===== src/rtl/core/fut_pkg.sv =====
package fut_pkg;

  localparam int unsigned MaxResults = 5;
  localparam int unsigned CntWidth = $clog2(MaxResults + 1);
  localparam int unsigned IdxWidth = $clog2(MaxResults);
  localparam int unsigned QueueDepthDefault = 4;

  typedef enum logic [2:0] {
    KIND_NAME_BYTE  = 3'd0,
    KIND_VALUE_BYTE = 3'd1,
    KIND_NAME_END   = 3'd2,
    KIND_VALUE_END  = 3'd3,
    KIND_END_DATA   = 3'd4
  } kind_e;

  typedef struct packed {
    kind_e      kind;
    logic [7:0] data;
  } entry_t;

  typedef struct packed {
    logic [CntWidth-1:0]        cnt;
    entry_t [MaxResults-1:0]    ent;
  } desc_t;

  typedef struct packed {
    logic  valid;
    desc_t desc;
  } head_t;

endpackage


===== src/rtl/core/fut_front.sv =====
module fut_front (
  input  logic            clk_i,
  input  logic            rst_ni,
  input  logic            in_valid_i,
  input  logic [7:0]      in_byte_i,
  input  logic            is_final_i,
  input  logic            space_i,
  output logic            in_ready_o,
  output logic            push_o,
  output fut_pkg::desc_t  push_desc_o
);

  localparam logic [7:0] ChEquals  = 8'h3D;
  localparam logic [7:0] ChAmp     = 8'h26;
  localparam logic [7:0] ChPercent = 8'h25;

  logic       in_value_q, in_value_d;
  logic [1:0] esc_q, esc_d;
  logic [7:0] hex1_q, hex1_d;
  logic       seg_q, seg_d;
  logic       accept;
  logic       consumed;
  logic [4:0] hex_b, hex_h;
  fut_pkg::desc_t desc;

  function automatic logic [4:0] hex_digit(input logic [7:0] c);
    logic [4:0] r;
    r = '0;
    if (c >= 8'h30 && c <= 8'h39) begin
      r = {1'b1, c[3:0]};
    end else if ((c >= 8'h41 && c <= 8'h46) || (c >= 8'h61 && c <= 8'h66)) begin
      r = {1'b1, c[3:0] + 4'd9};
    end
    return r;
  endfunction

  function automatic fut_pkg::desc_t add(input fut_pkg::desc_t d, input fut_pkg::kind_e k,
                                         input logic [7:0] b);
    fut_pkg::desc_t r;
    r = d;
    r.ent[d.cnt[fut_pkg::IdxWidth-1:0]] = '{kind: k, data: b};
    r.cnt = d.cnt + 1'b1;
    return r;
  endfunction

  assign accept = in_valid_i && space_i;
  assign in_ready_o = space_i;
  assign hex_b = hex_digit(in_byte_i);
  assign hex_h = hex_digit(hex1_q);

  always_comb begin
    desc = '0;
    in_value_d = in_value_q;
    esc_d = esc_q;
    hex1_d = hex1_q;
    seg_d = seg_q;
    consumed = 1'b0;

    // Escape in progress: either take a hex digit or emit the pending bytes literally.
    if (esc_q != 2'd0) begin
      if (hex_b[4]) begin
        consumed = 1'b1;
        if (esc_q == 2'd1) begin
          hex1_d = in_byte_i;
          esc_d = 2'd2;
        end else begin
          desc = add(desc, in_value_q ? fut_pkg::KIND_VALUE_BYTE : fut_pkg::KIND_NAME_BYTE,
                     {hex_h[3:0], hex_b[3:0]});
          seg_d = 1'b1;
          esc_d = 2'd0;
          hex1_d = '0;
        end
      end else begin
        desc = add(desc, in_value_q ? fut_pkg::KIND_VALUE_BYTE : fut_pkg::KIND_NAME_BYTE,
                   ChPercent);
        if (esc_q == 2'd2) begin
          desc = add(desc, in_value_q ? fut_pkg::KIND_VALUE_BYTE : fut_pkg::KIND_NAME_BYTE,
                     hex1_q);
        end
        seg_d = 1'b1;
        esc_d = 2'd0;
        hex1_d = '0;
      end
    end

    if (!consumed) begin
      if (in_byte_i == ChPercent) begin
        esc_d = 2'd1;
        hex1_d = '0;
      end else if (in_byte_i == ChEquals && !in_value_d) begin
        desc = add(desc, fut_pkg::KIND_NAME_END, 8'h00);
        in_value_d = 1'b1;
        seg_d = 1'b1;
      end else if (in_byte_i == ChAmp) begin
        if (in_value_d) begin
          desc = add(desc, fut_pkg::KIND_VALUE_END, 8'h00);
        end else if (seg_d) begin
          desc = add(desc, fut_pkg::KIND_NAME_END, 8'h00);
          desc = add(desc, fut_pkg::KIND_VALUE_END, 8'h00);
        end
        in_value_d = 1'b0;
        seg_d = 1'b0;
      end else begin
        desc = add(desc, in_value_d ? fut_pkg::KIND_VALUE_BYTE : fut_pkg::KIND_NAME_BYTE,
                   in_byte_i);
        seg_d = 1'b1;
      end
    end

    if (is_final_i) begin
      if (esc_d != 2'd0) begin
        desc = add(desc, in_value_d ? fut_pkg::KIND_VALUE_BYTE : fut_pkg::KIND_NAME_BYTE,
                   ChPercent);
        seg_d = 1'b1;
      end
      if (esc_d == 2'd2) begin
        desc = add(desc, in_value_d ? fut_pkg::KIND_VALUE_BYTE : fut_pkg::KIND_NAME_BYTE,
                   hex1_d);
      end
      if (in_value_d) begin
        desc = add(desc, fut_pkg::KIND_VALUE_END, 8'h00);
      end else if (seg_d) begin
        desc = add(desc, fut_pkg::KIND_NAME_END, 8'h00);
      end
      desc = add(desc, fut_pkg::KIND_END_DATA, 8'h00);
      in_value_d = 1'b0;
      esc_d = 2'd0;
      hex1_d = '0;
      seg_d = 1'b0;
    end
  end

  assign push_o = accept && (desc.cnt != '0);
  assign push_desc_o = desc;

  always_ff @(posedge clk_i or negedge rst_ni) begin
    if (!rst_ni) begin
      in_value_q <= 1'b0;
      esc_q <= 2'd0;
      hex1_q <= '0;
      seg_q <= 1'b0;
    end else if (accept) begin
      in_value_q <= in_value_d;
      esc_q <= esc_d;
      hex1_q <= hex1_d;
      seg_q <= seg_d;
    end
  end

endmodule


===== src/rtl/core/fut_queue.sv =====
module fut_queue #(
  parameter int unsigned Depth = fut_pkg::QueueDepthDefault
) (
  input  logic            clk_i,
  input  logic            rst_ni,
  input  logic            push_i,
  input  fut_pkg::desc_t  push_desc_i,
  output logic            space_o,
  input  logic            pop_i,
  output fut_pkg::head_t  head_o
);

  localparam int unsigned PtrWidth = (Depth > 1) ? $clog2(Depth) : 1;
  localparam int unsigned CountWidth = $clog2(Depth + 1);
  localparam logic [PtrWidth-1:0] LastPtr = PtrWidth'(Depth - 1);

  fut_pkg::desc_t mem_q [Depth];
  logic [PtrWidth-1:0] wr_ptr_q, wr_ptr_d, rd_ptr_q, rd_ptr_d;
  logic [CountWidth-1:0] count_q, count_d;
  logic do_push, do_pop;

  assign space_o = (count_q != CountWidth'(Depth));
  assign do_push = push_i && space_o;
  assign do_pop = pop_i && (count_q != '0);
  assign head_o.valid = (count_q != '0);
  assign head_o.desc = mem_q[rd_ptr_q];

  always_comb begin
    wr_ptr_d = wr_ptr_q;
    rd_ptr_d = rd_ptr_q;
    count_d = count_q;
    if (do_push) begin
      wr_ptr_d = (wr_ptr_q == LastPtr) ? '0 : wr_ptr_q + 1'b1;
    end
    if (do_pop) begin
      rd_ptr_d = (rd_ptr_q == LastPtr) ? '0 : rd_ptr_q + 1'b1;
    end
    if (do_push && !do_pop) begin
      count_d = count_q + 1'b1;
    end else if (do_pop && !do_push) begin
      count_d = count_q - 1'b1;
    end
  end

  always_ff @(posedge clk_i) begin
    if (do_push) begin
      mem_q[wr_ptr_q] <= push_desc_i;
    end
  end

  always_ff @(posedge clk_i or negedge rst_ni) begin
    if (!rst_ni) begin
      wr_ptr_q <= '0;
      rd_ptr_q <= '0;
      count_q <= '0;
    end else begin
      wr_ptr_q <= wr_ptr_d;
      rd_ptr_q <= rd_ptr_d;
      count_q <= count_d;
    end
  end

endmodule


===== src/rtl/core/fut_back.sv =====
module fut_back (
  input  logic            clk_i,
  input  logic            rst_ni,
  input  fut_pkg::head_t  head_i,
  output logic            pop_o,
  output logic            out_valid_o,
  input  logic            out_ready_i,
  output fut_pkg::entry_t out_entry_o,
  output logic            out_last_o
);

  logic [fut_pkg::IdxWidth-1:0] idx_q, idx_d;
  logic            out_valid_q, out_valid_d;
  fut_pkg::entry_t out_entry_q;
  logic            out_last_q;
  logic            load;
  logic            is_last;
  fut_pkg::entry_t sel;

  assign sel = head_i.desc.ent[idx_q];
  assign is_last = (fut_pkg::CntWidth'(idx_q) + 1'b1) == head_i.desc.cnt;
  assign load = head_i.valid && (!out_valid_q || out_ready_i);
  assign pop_o = load && is_last;

  always_comb begin
    idx_d = idx_q;
    out_valid_d = out_valid_q;
    if (load) begin
      out_valid_d = 1'b1;
      idx_d = is_last ? '0 : idx_q + 1'b1;
    end else if (out_ready_i) begin
      out_valid_d = 1'b0;
    end
  end

  always_ff @(posedge clk_i or negedge rst_ni) begin
    if (!rst_ni) begin
      idx_q <= '0;
      out_valid_q <= 1'b0;
    end else begin
      idx_q <= idx_d;
      out_valid_q <= out_valid_d;
    end
  end

  always_ff @(posedge clk_i) begin
    if (load) begin
      out_entry_q <= sel;
      out_last_q <= is_last;
    end
  end

  assign out_valid_o = out_valid_q;
  assign out_entry_o = out_entry_q;
  assign out_last_o = out_last_q;

endmodule


===== src/rtl/core/form_urlencoded_tokenizer_unit.sv =====
// Channel   Direction  tdata            tlast             tuser
// s_axis    in         [7:0] in_byte    is_final          none
// m_axis    out        [7:0] out_byte   last_of_run       [2:0] kind
//
// Each accepted byte is classified combinationally and its results, if any, are queued as one entry.
// The first result of a byte is written into the queue and then into the output register before it reaches the output.
// The back end sends one result per cycle while the output is not stalled, so plain bytes stream at one per cycle.
// A delimiter or final byte with n results sends them one by one from its queue entry.
// Input stalls only when the result queue is full; output stalls never lose results.
// Reset clears the parser state, the queue pointers and the output valid flag at once.
module form_urlencoded_tokenizer_unit #(
  parameter int unsigned QueueDepth = fut_pkg::QueueDepthDefault
) (
  input  logic        clk_i,
  input  logic        rst_ni,
  input  logic        s_axis_tvalid_i,
  output logic        s_axis_tready_o,
  input  logic [7:0]  s_axis_tdata_i,   // [7:0] in_byte
  input  logic        s_axis_tlast_i,
  output logic        m_axis_tvalid_o,
  input  logic        m_axis_tready_i,
  output logic [7:0]  m_axis_tdata_o,   // [7:0] out_byte
  output logic [2:0]  m_axis_tuser_o,   // [2:0] kind
  output logic        m_axis_tlast_o
);

  logic            space;
  logic            push;
  logic            pop;
  fut_pkg::desc_t  push_desc;
  fut_pkg::head_t  head;
  fut_pkg::entry_t out_entry;

  fut_front u_front (
    .clk_i       (clk_i),
    .rst_ni      (rst_ni),
    .in_valid_i  (s_axis_tvalid_i),
    .in_byte_i   (s_axis_tdata_i),
    .is_final_i  (s_axis_tlast_i),
    .space_i     (space),
    .in_ready_o  (s_axis_tready_o),
    .push_o      (push),
    .push_desc_o (push_desc)
  );

  fut_queue #(
    .Depth (QueueDepth)
  ) u_queue (
    .clk_i       (clk_i),
    .rst_ni      (rst_ni),
    .push_i      (push),
    .push_desc_i (push_desc),
    .space_o     (space),
    .pop_i       (pop),
    .head_o      (head)
  );

  fut_back u_back (
    .clk_i       (clk_i),
    .rst_ni      (rst_ni),
    .head_i      (head),
    .pop_o       (pop),
    .out_valid_o (m_axis_tvalid_o),
    .out_ready_i (m_axis_tready_i),
    .out_entry_o (out_entry),
    .out_last_o  (m_axis_tlast_o)
  );

  assign m_axis_tdata_o = out_entry.data;
  assign m_axis_tuser_o = out_entry.kind;

endmodule


===== config.mk =====
export PLATFORM = sky130hd
export DESIGN_NAME = form_urlencoded_tokenizer_unit
export DESIGN_NICKNAME = d
export VERILOG_FILES = /design/src/rtl/core/fut_pkg.sv /design/src/rtl/core/fut_front.sv /design/src/rtl/core/fut_queue.sv /design/src/rtl/core/fut_back.sv /design/src/rtl/core/form_urlencoded_tokenizer_unit.sv
export SDC_FILE = /design/constraint.sdc
export NUM_CORES = 1
export LEC_CHECK = 0
export BUFFER_PORTS_ARGS = -buffer_cell sky130_fd_sc_hd__buf_2
export CAP_MARGIN = 20
export CELL_PAD_IN_SITES_DETAIL_PLACEMENT = 0
export CELL_PAD_IN_SITES_GLOBAL_PLACEMENT = 1
export CORE_MARGIN = 3
export CORE_UTILIZATION = 60
export CTS_BUF_LIST = sky130_fd_sc_hd__clkbuf_2
export DETAILED_ROUTE_END_ITERATION = 7
export MAX_ROUTING_LAYER = met4
export PLACE_DENSITY_LB_ADDON = 0.25
export SLEW_MARGIN = 20
export SYNTH_ARGS = -nofsm -noshare
export SYNTH_HDL_FRONTEND = slang
export SYNTH_SLANG_ARGS = --single-unit

===== constraint.sdc =====
create_clock -name clk_i -period 12.33 [get_ports clk_i]
set_input_delay 0.6165 -clock clk_i [delete_from_list [all_inputs] [get_ports clk_i]]
set_output_delay 0.6165 -clock clk_i [all_outputs]
set_load 0.02 [all_outputs]

==> metrics.md <==
| Metric | Value |
|---|---|
| Outcome | `completed` |
| Post-synth top area share | `58.6%` |
| Crit. End Element | `flop` |
| Vias in the first global route | `7925` |
| Cts repair resizes | `0` |
| Area of the multi-input gates | `4420 um2` |
| Fin nets | `962` |
| Post-synth cell types | `83` |
| Filler cells | `1421` |
| CP startpoint kind | `primary input` |
| Slowest stage delay, CP | `0.70 ns` |
| RSZ-0062 raised after global routing | `false` |
| Critical Path RT | `13.04 ns` |
| CTS tree | `built` |
| Critical path's most frequent cell | `ha_1` |
| MaxCap Viol Count | `0` |
| Relative slew margins | `25.6%` |
| Cts bufs inserted | `61` |
| Antenna violations before repair | `2` |
| DRT iter0 DRCs | `736` |
| Syn Area/Cell | `15.0 um2` |
| Register-to-Register Path Depth | `25` |
| Worst EP arrival | `7.91 ns` |
| Worst hold path type | `in -> async` |
| Compound-Gate Fraction of Synth Area | `9.69%` |
| Placer Congestion | `0.957` |
| Residual DRC count | `0` |
| Placement Rows | `52` |
| H-tree levels | `2` |
| Slew @ Worst Pin | `1.11 ns` |
| CP top delay family | `compound AO/OA/AOI/OAI gates` |
| Slew Viols, Final | `0` |
| Post-synth EDFFs | `244` |
| Die Ht | `150 um` |
| Largest area contributor in the netlist | `edfxtp_1` |
| P&R area growth vs syn | `9.08%` |
| Async S/R FF share, synth | `8.61%` |
| Max Root-Sink Buffers | `3` |
| Crit Path Max Fanout | `11` |
| Setup TNS | `0 ns` |
| Yosys warnings | `0` |
| WP depth | `30` |
| Storage element area | `7910 um2` |
| Worst clock skew | `0.0487 ns` |
| Hpwl dp | `20000 um` |
| Achievable Freq | `139 MHz` |
| DRT Wirelength | `29700 um` |
| Share of layout cells above drive strength 1 | `23.6%` |
| Sequential share of the synthesized area | `63.2%` |
| Synth Area in Simple Gates | `7.92%` |
| Buffers & Inverters on Critical Path | `5` |
| CTS Sinks | `267` |
| Leakage power | `4.96 nW` |
| Yosys reg bits | `267` |
| ANT nets after route | `0` |
| Gate Count Post-Synth | `834` |
| Pre-CTS setup slack | `4.47 ns` |
| Total global routing overflow | `0` |
| DRT Pass-1 Iters | `8` |
| Fin worst setup slack | `5.14 ns` |
| Largest family of logic cells by synthesized area | `multiplexers` |
| Chip Width | `150 um` |
| Post-Synth Adder-Cell Area | `2.56%` |
| Drt wl/cell | `23.9 um` |
| Synth Cell Area | `12500 um2` |
| Worst-skew pair later-pin latency | `0.84 ns` |
| Tmin final | `7.19 ns` |
| Critical path class | `in -> reg` |
| Starting Density | `61.4%` |
| PD cells | `195 nW/um2` |
| Largest net degree at the start of global routing | `60` |
| Hold slack final | `0.297 ns` |
| Mux cell area share after synthesis | `13.0%` |
| DIE AREA | `22600 um2` |
| Clock slew at reported path FFs | `0.11 ns` |
| IO Pins | `27` |
| Synth Area in XOR/XNOR | `1.11%` |
| First-pass GRT wire length | `45300 um` |
| Final setup viols | `0` |
| Root Buffer | `clkbuf_2` |
| Synth top area cells | `edfxtp_1, mux4_2, dfrtp_1, ha_1, nand2_1` |
| Avg Vias per Cell | `6.35` |
| Tcrit/Tclk final | `58.3%` |
| DR vias | `7896` |
| Core area | `20400 um2` |
| Overall Global Routing Usage | `27.7%` |
| Port-buffer cells | `26` |
| Slowest cell on the critical path | `o311ai_1` |
| Max rail drop VDD | `0.172 mV` |
| Main synth FF type | `edfxtp_1` |
| Final hold vios | `0` |
## worst reg2reg max path: cells and delay by family, from the launching register on
kind | cells | cell delay (ns)
buffers and inverters | 3 | 0.42
AOI/OAI and AO/OA | 5 | 2.21
xor gates and xnor gates | 4 | 0.83
adders and majority gates | 6 | 1.80
DFF | 1 | 0.50
and+or+nand+nor | 7 | 1.00
## state kept, by name (all words and copies together) (netlist names), 2 cells and up
name	flops
u_front.esc_q	2
u_back.idx_q	3
u_queue.mem_q	232
u_queue.wr_ptr_q	2
u_back.out_entry_o	11
u_queue.rd_ptr_q	2
u_front.hex1_q	8
u_queue.count_q	3
## cells in the mapped netlist, types with 3 or more instances
library cell and n:
nor2_1 39, a22oi_1 9, buf_2 3, a22o_1 13, nor2b_1 4, a21o_1 3, clkbuf_1 29, o21ai_1 3
nand2b_1 3, or2_2 3, nand2_1 74, nand3_1 11, a31oi_1 5, ha_1 24, buf_1 5, and3_1 10
xor2_1 3, and2_1 13, edfxtp_1 244, o21a_1 3, a21oi_1 37, o21ai_0 27, mux2_2 4, o31ai_1 4
a32oi_1 7, nor3_1 15, a21boi_0 6, inv_1 42, o211ai_1 7, o22ai_1 15, mux4_2 69, and4_1 5
nand4_1 8, xnor2_1 11, dfrtp_1 23
## repair_timing
item	4_1_cts	5_1_grt
buffers inserted	0	0
endpoints found under the hold margin	24	0
hold buffers	2	0
## power by group
| part | leakage (nW) | total [W] | switching [W] | internal [W] |
|---|---|---|---|---|
| clock network | 0.437 | 0.000583 | 0.000333 | 0.000250 |
| registers | 2.56 | 0.00133 | 0.000117 | 0.00121 |
| logic | 1.97 | 0.000751 | 0.000396 | 0.000355 |
| total | 4.96 | 0.00267 | 0.000847 | 0.00182 |
## stage by stage
| stage | util [%] | std cells | cell area [um2] | total power [W] |
|---|---|---|---|---|
| 6_report | 67.0 | 1243 | 13600 | 0.00267 |
| 5_1_grt | 67.0 | 1243 | 13600 | 0.00281 |
| 4_1_cts | 67.0 | 1241 | 13600 | 0.00270 |
| 3_5_place_dp | 63.9 | 1129 | 13000 | 0.00211 |
| 3_3_place_gp | 63.8 | 1129 | 13000 | 0.00208 |
| 2_1_floorplan | - | 865 | 12600 | 0.00188 |
## cell families (layout without fill, tap and decap cells)
group,Yosys count,count (layout)
flops,267,267
simple gates,200,200
compound gates,168,168
buf+inv,83,189
mux,75,75
fa+ha+maj,25,25
xor+xnor,15,15
other cells,1,34
## layer usage
layer,vias to the layer above,routed length (um),track usage [%]
li1,3489,-,-
met1,3942,11600,36.2
met2,389,14500,42.4
met3,76,2440,7.04
met4,0,1130,11.2
met5,-,0,-
## area by class of cell
class                   instances  share of cell area [%]
multi-input cells             515                    32.4
clock buffers                  83                    3.04
inverters                      44                    1.21
well taps                     270                    2.48
clock inverters                27                    1.42
repair buffers                 35                    1.49
flip-flops and latches        267                    58.0
diodes                          2                  0.0367
## final timing paths
kind,start,end,slack [ns]
max reg2reg,u_front.esc_q[0]$_DFFE_PN0P_,u_queue.count_q[2]$_DFFE_PN0P_,5.48
max,s_axis_tdata_i[0],u_queue.count_q[2]$_DFFE_PN0P_,5.14
min,rst_ni,u_front.hex1_q[1]$_DFFE_PN0P_,0.30
min in group clk_i,s_axis_tdata_i[7],u_queue.mem_q[0][40]$_DFFE_PP_,0.32
min reg2reg,u_front.seg_q$_DFFE_PN0P_,u_front.seg_q$_DFFE_PN0P_,0.52
max in group asynchronous,rst_ni,u_queue.rd_ptr_q[0]$_DFFE_PN0P_,11.55
## cells in the final DEF, fill, tap and decap left out, drive strengths merged, types with 5 or more instances in the layout
master	netlist	routed
clkbuf	31	83
clkinv	2	25
inv	42	43
nand4	8	8
nand3	11	11
mux2	6	6
dfrtp	23	23
buf	8	33
nand2	75	75
ha	24	24
and3	10	10
and2	13	13
o21ai	31	31
o31ai	5	5
o211ai	8	8
and4	5	5
a32oi	7	7
a21boi	6	6
a22oi	10	10
a31oi	6	6
o22ai	16	16
mux4	69	69
a21oi	39	39
nor3	16	16
nor2	39	39
conb	1	32
xnor2	12	12
edfxtp	244	244
a22o	13	13
(Power assumes the default switching activity.)
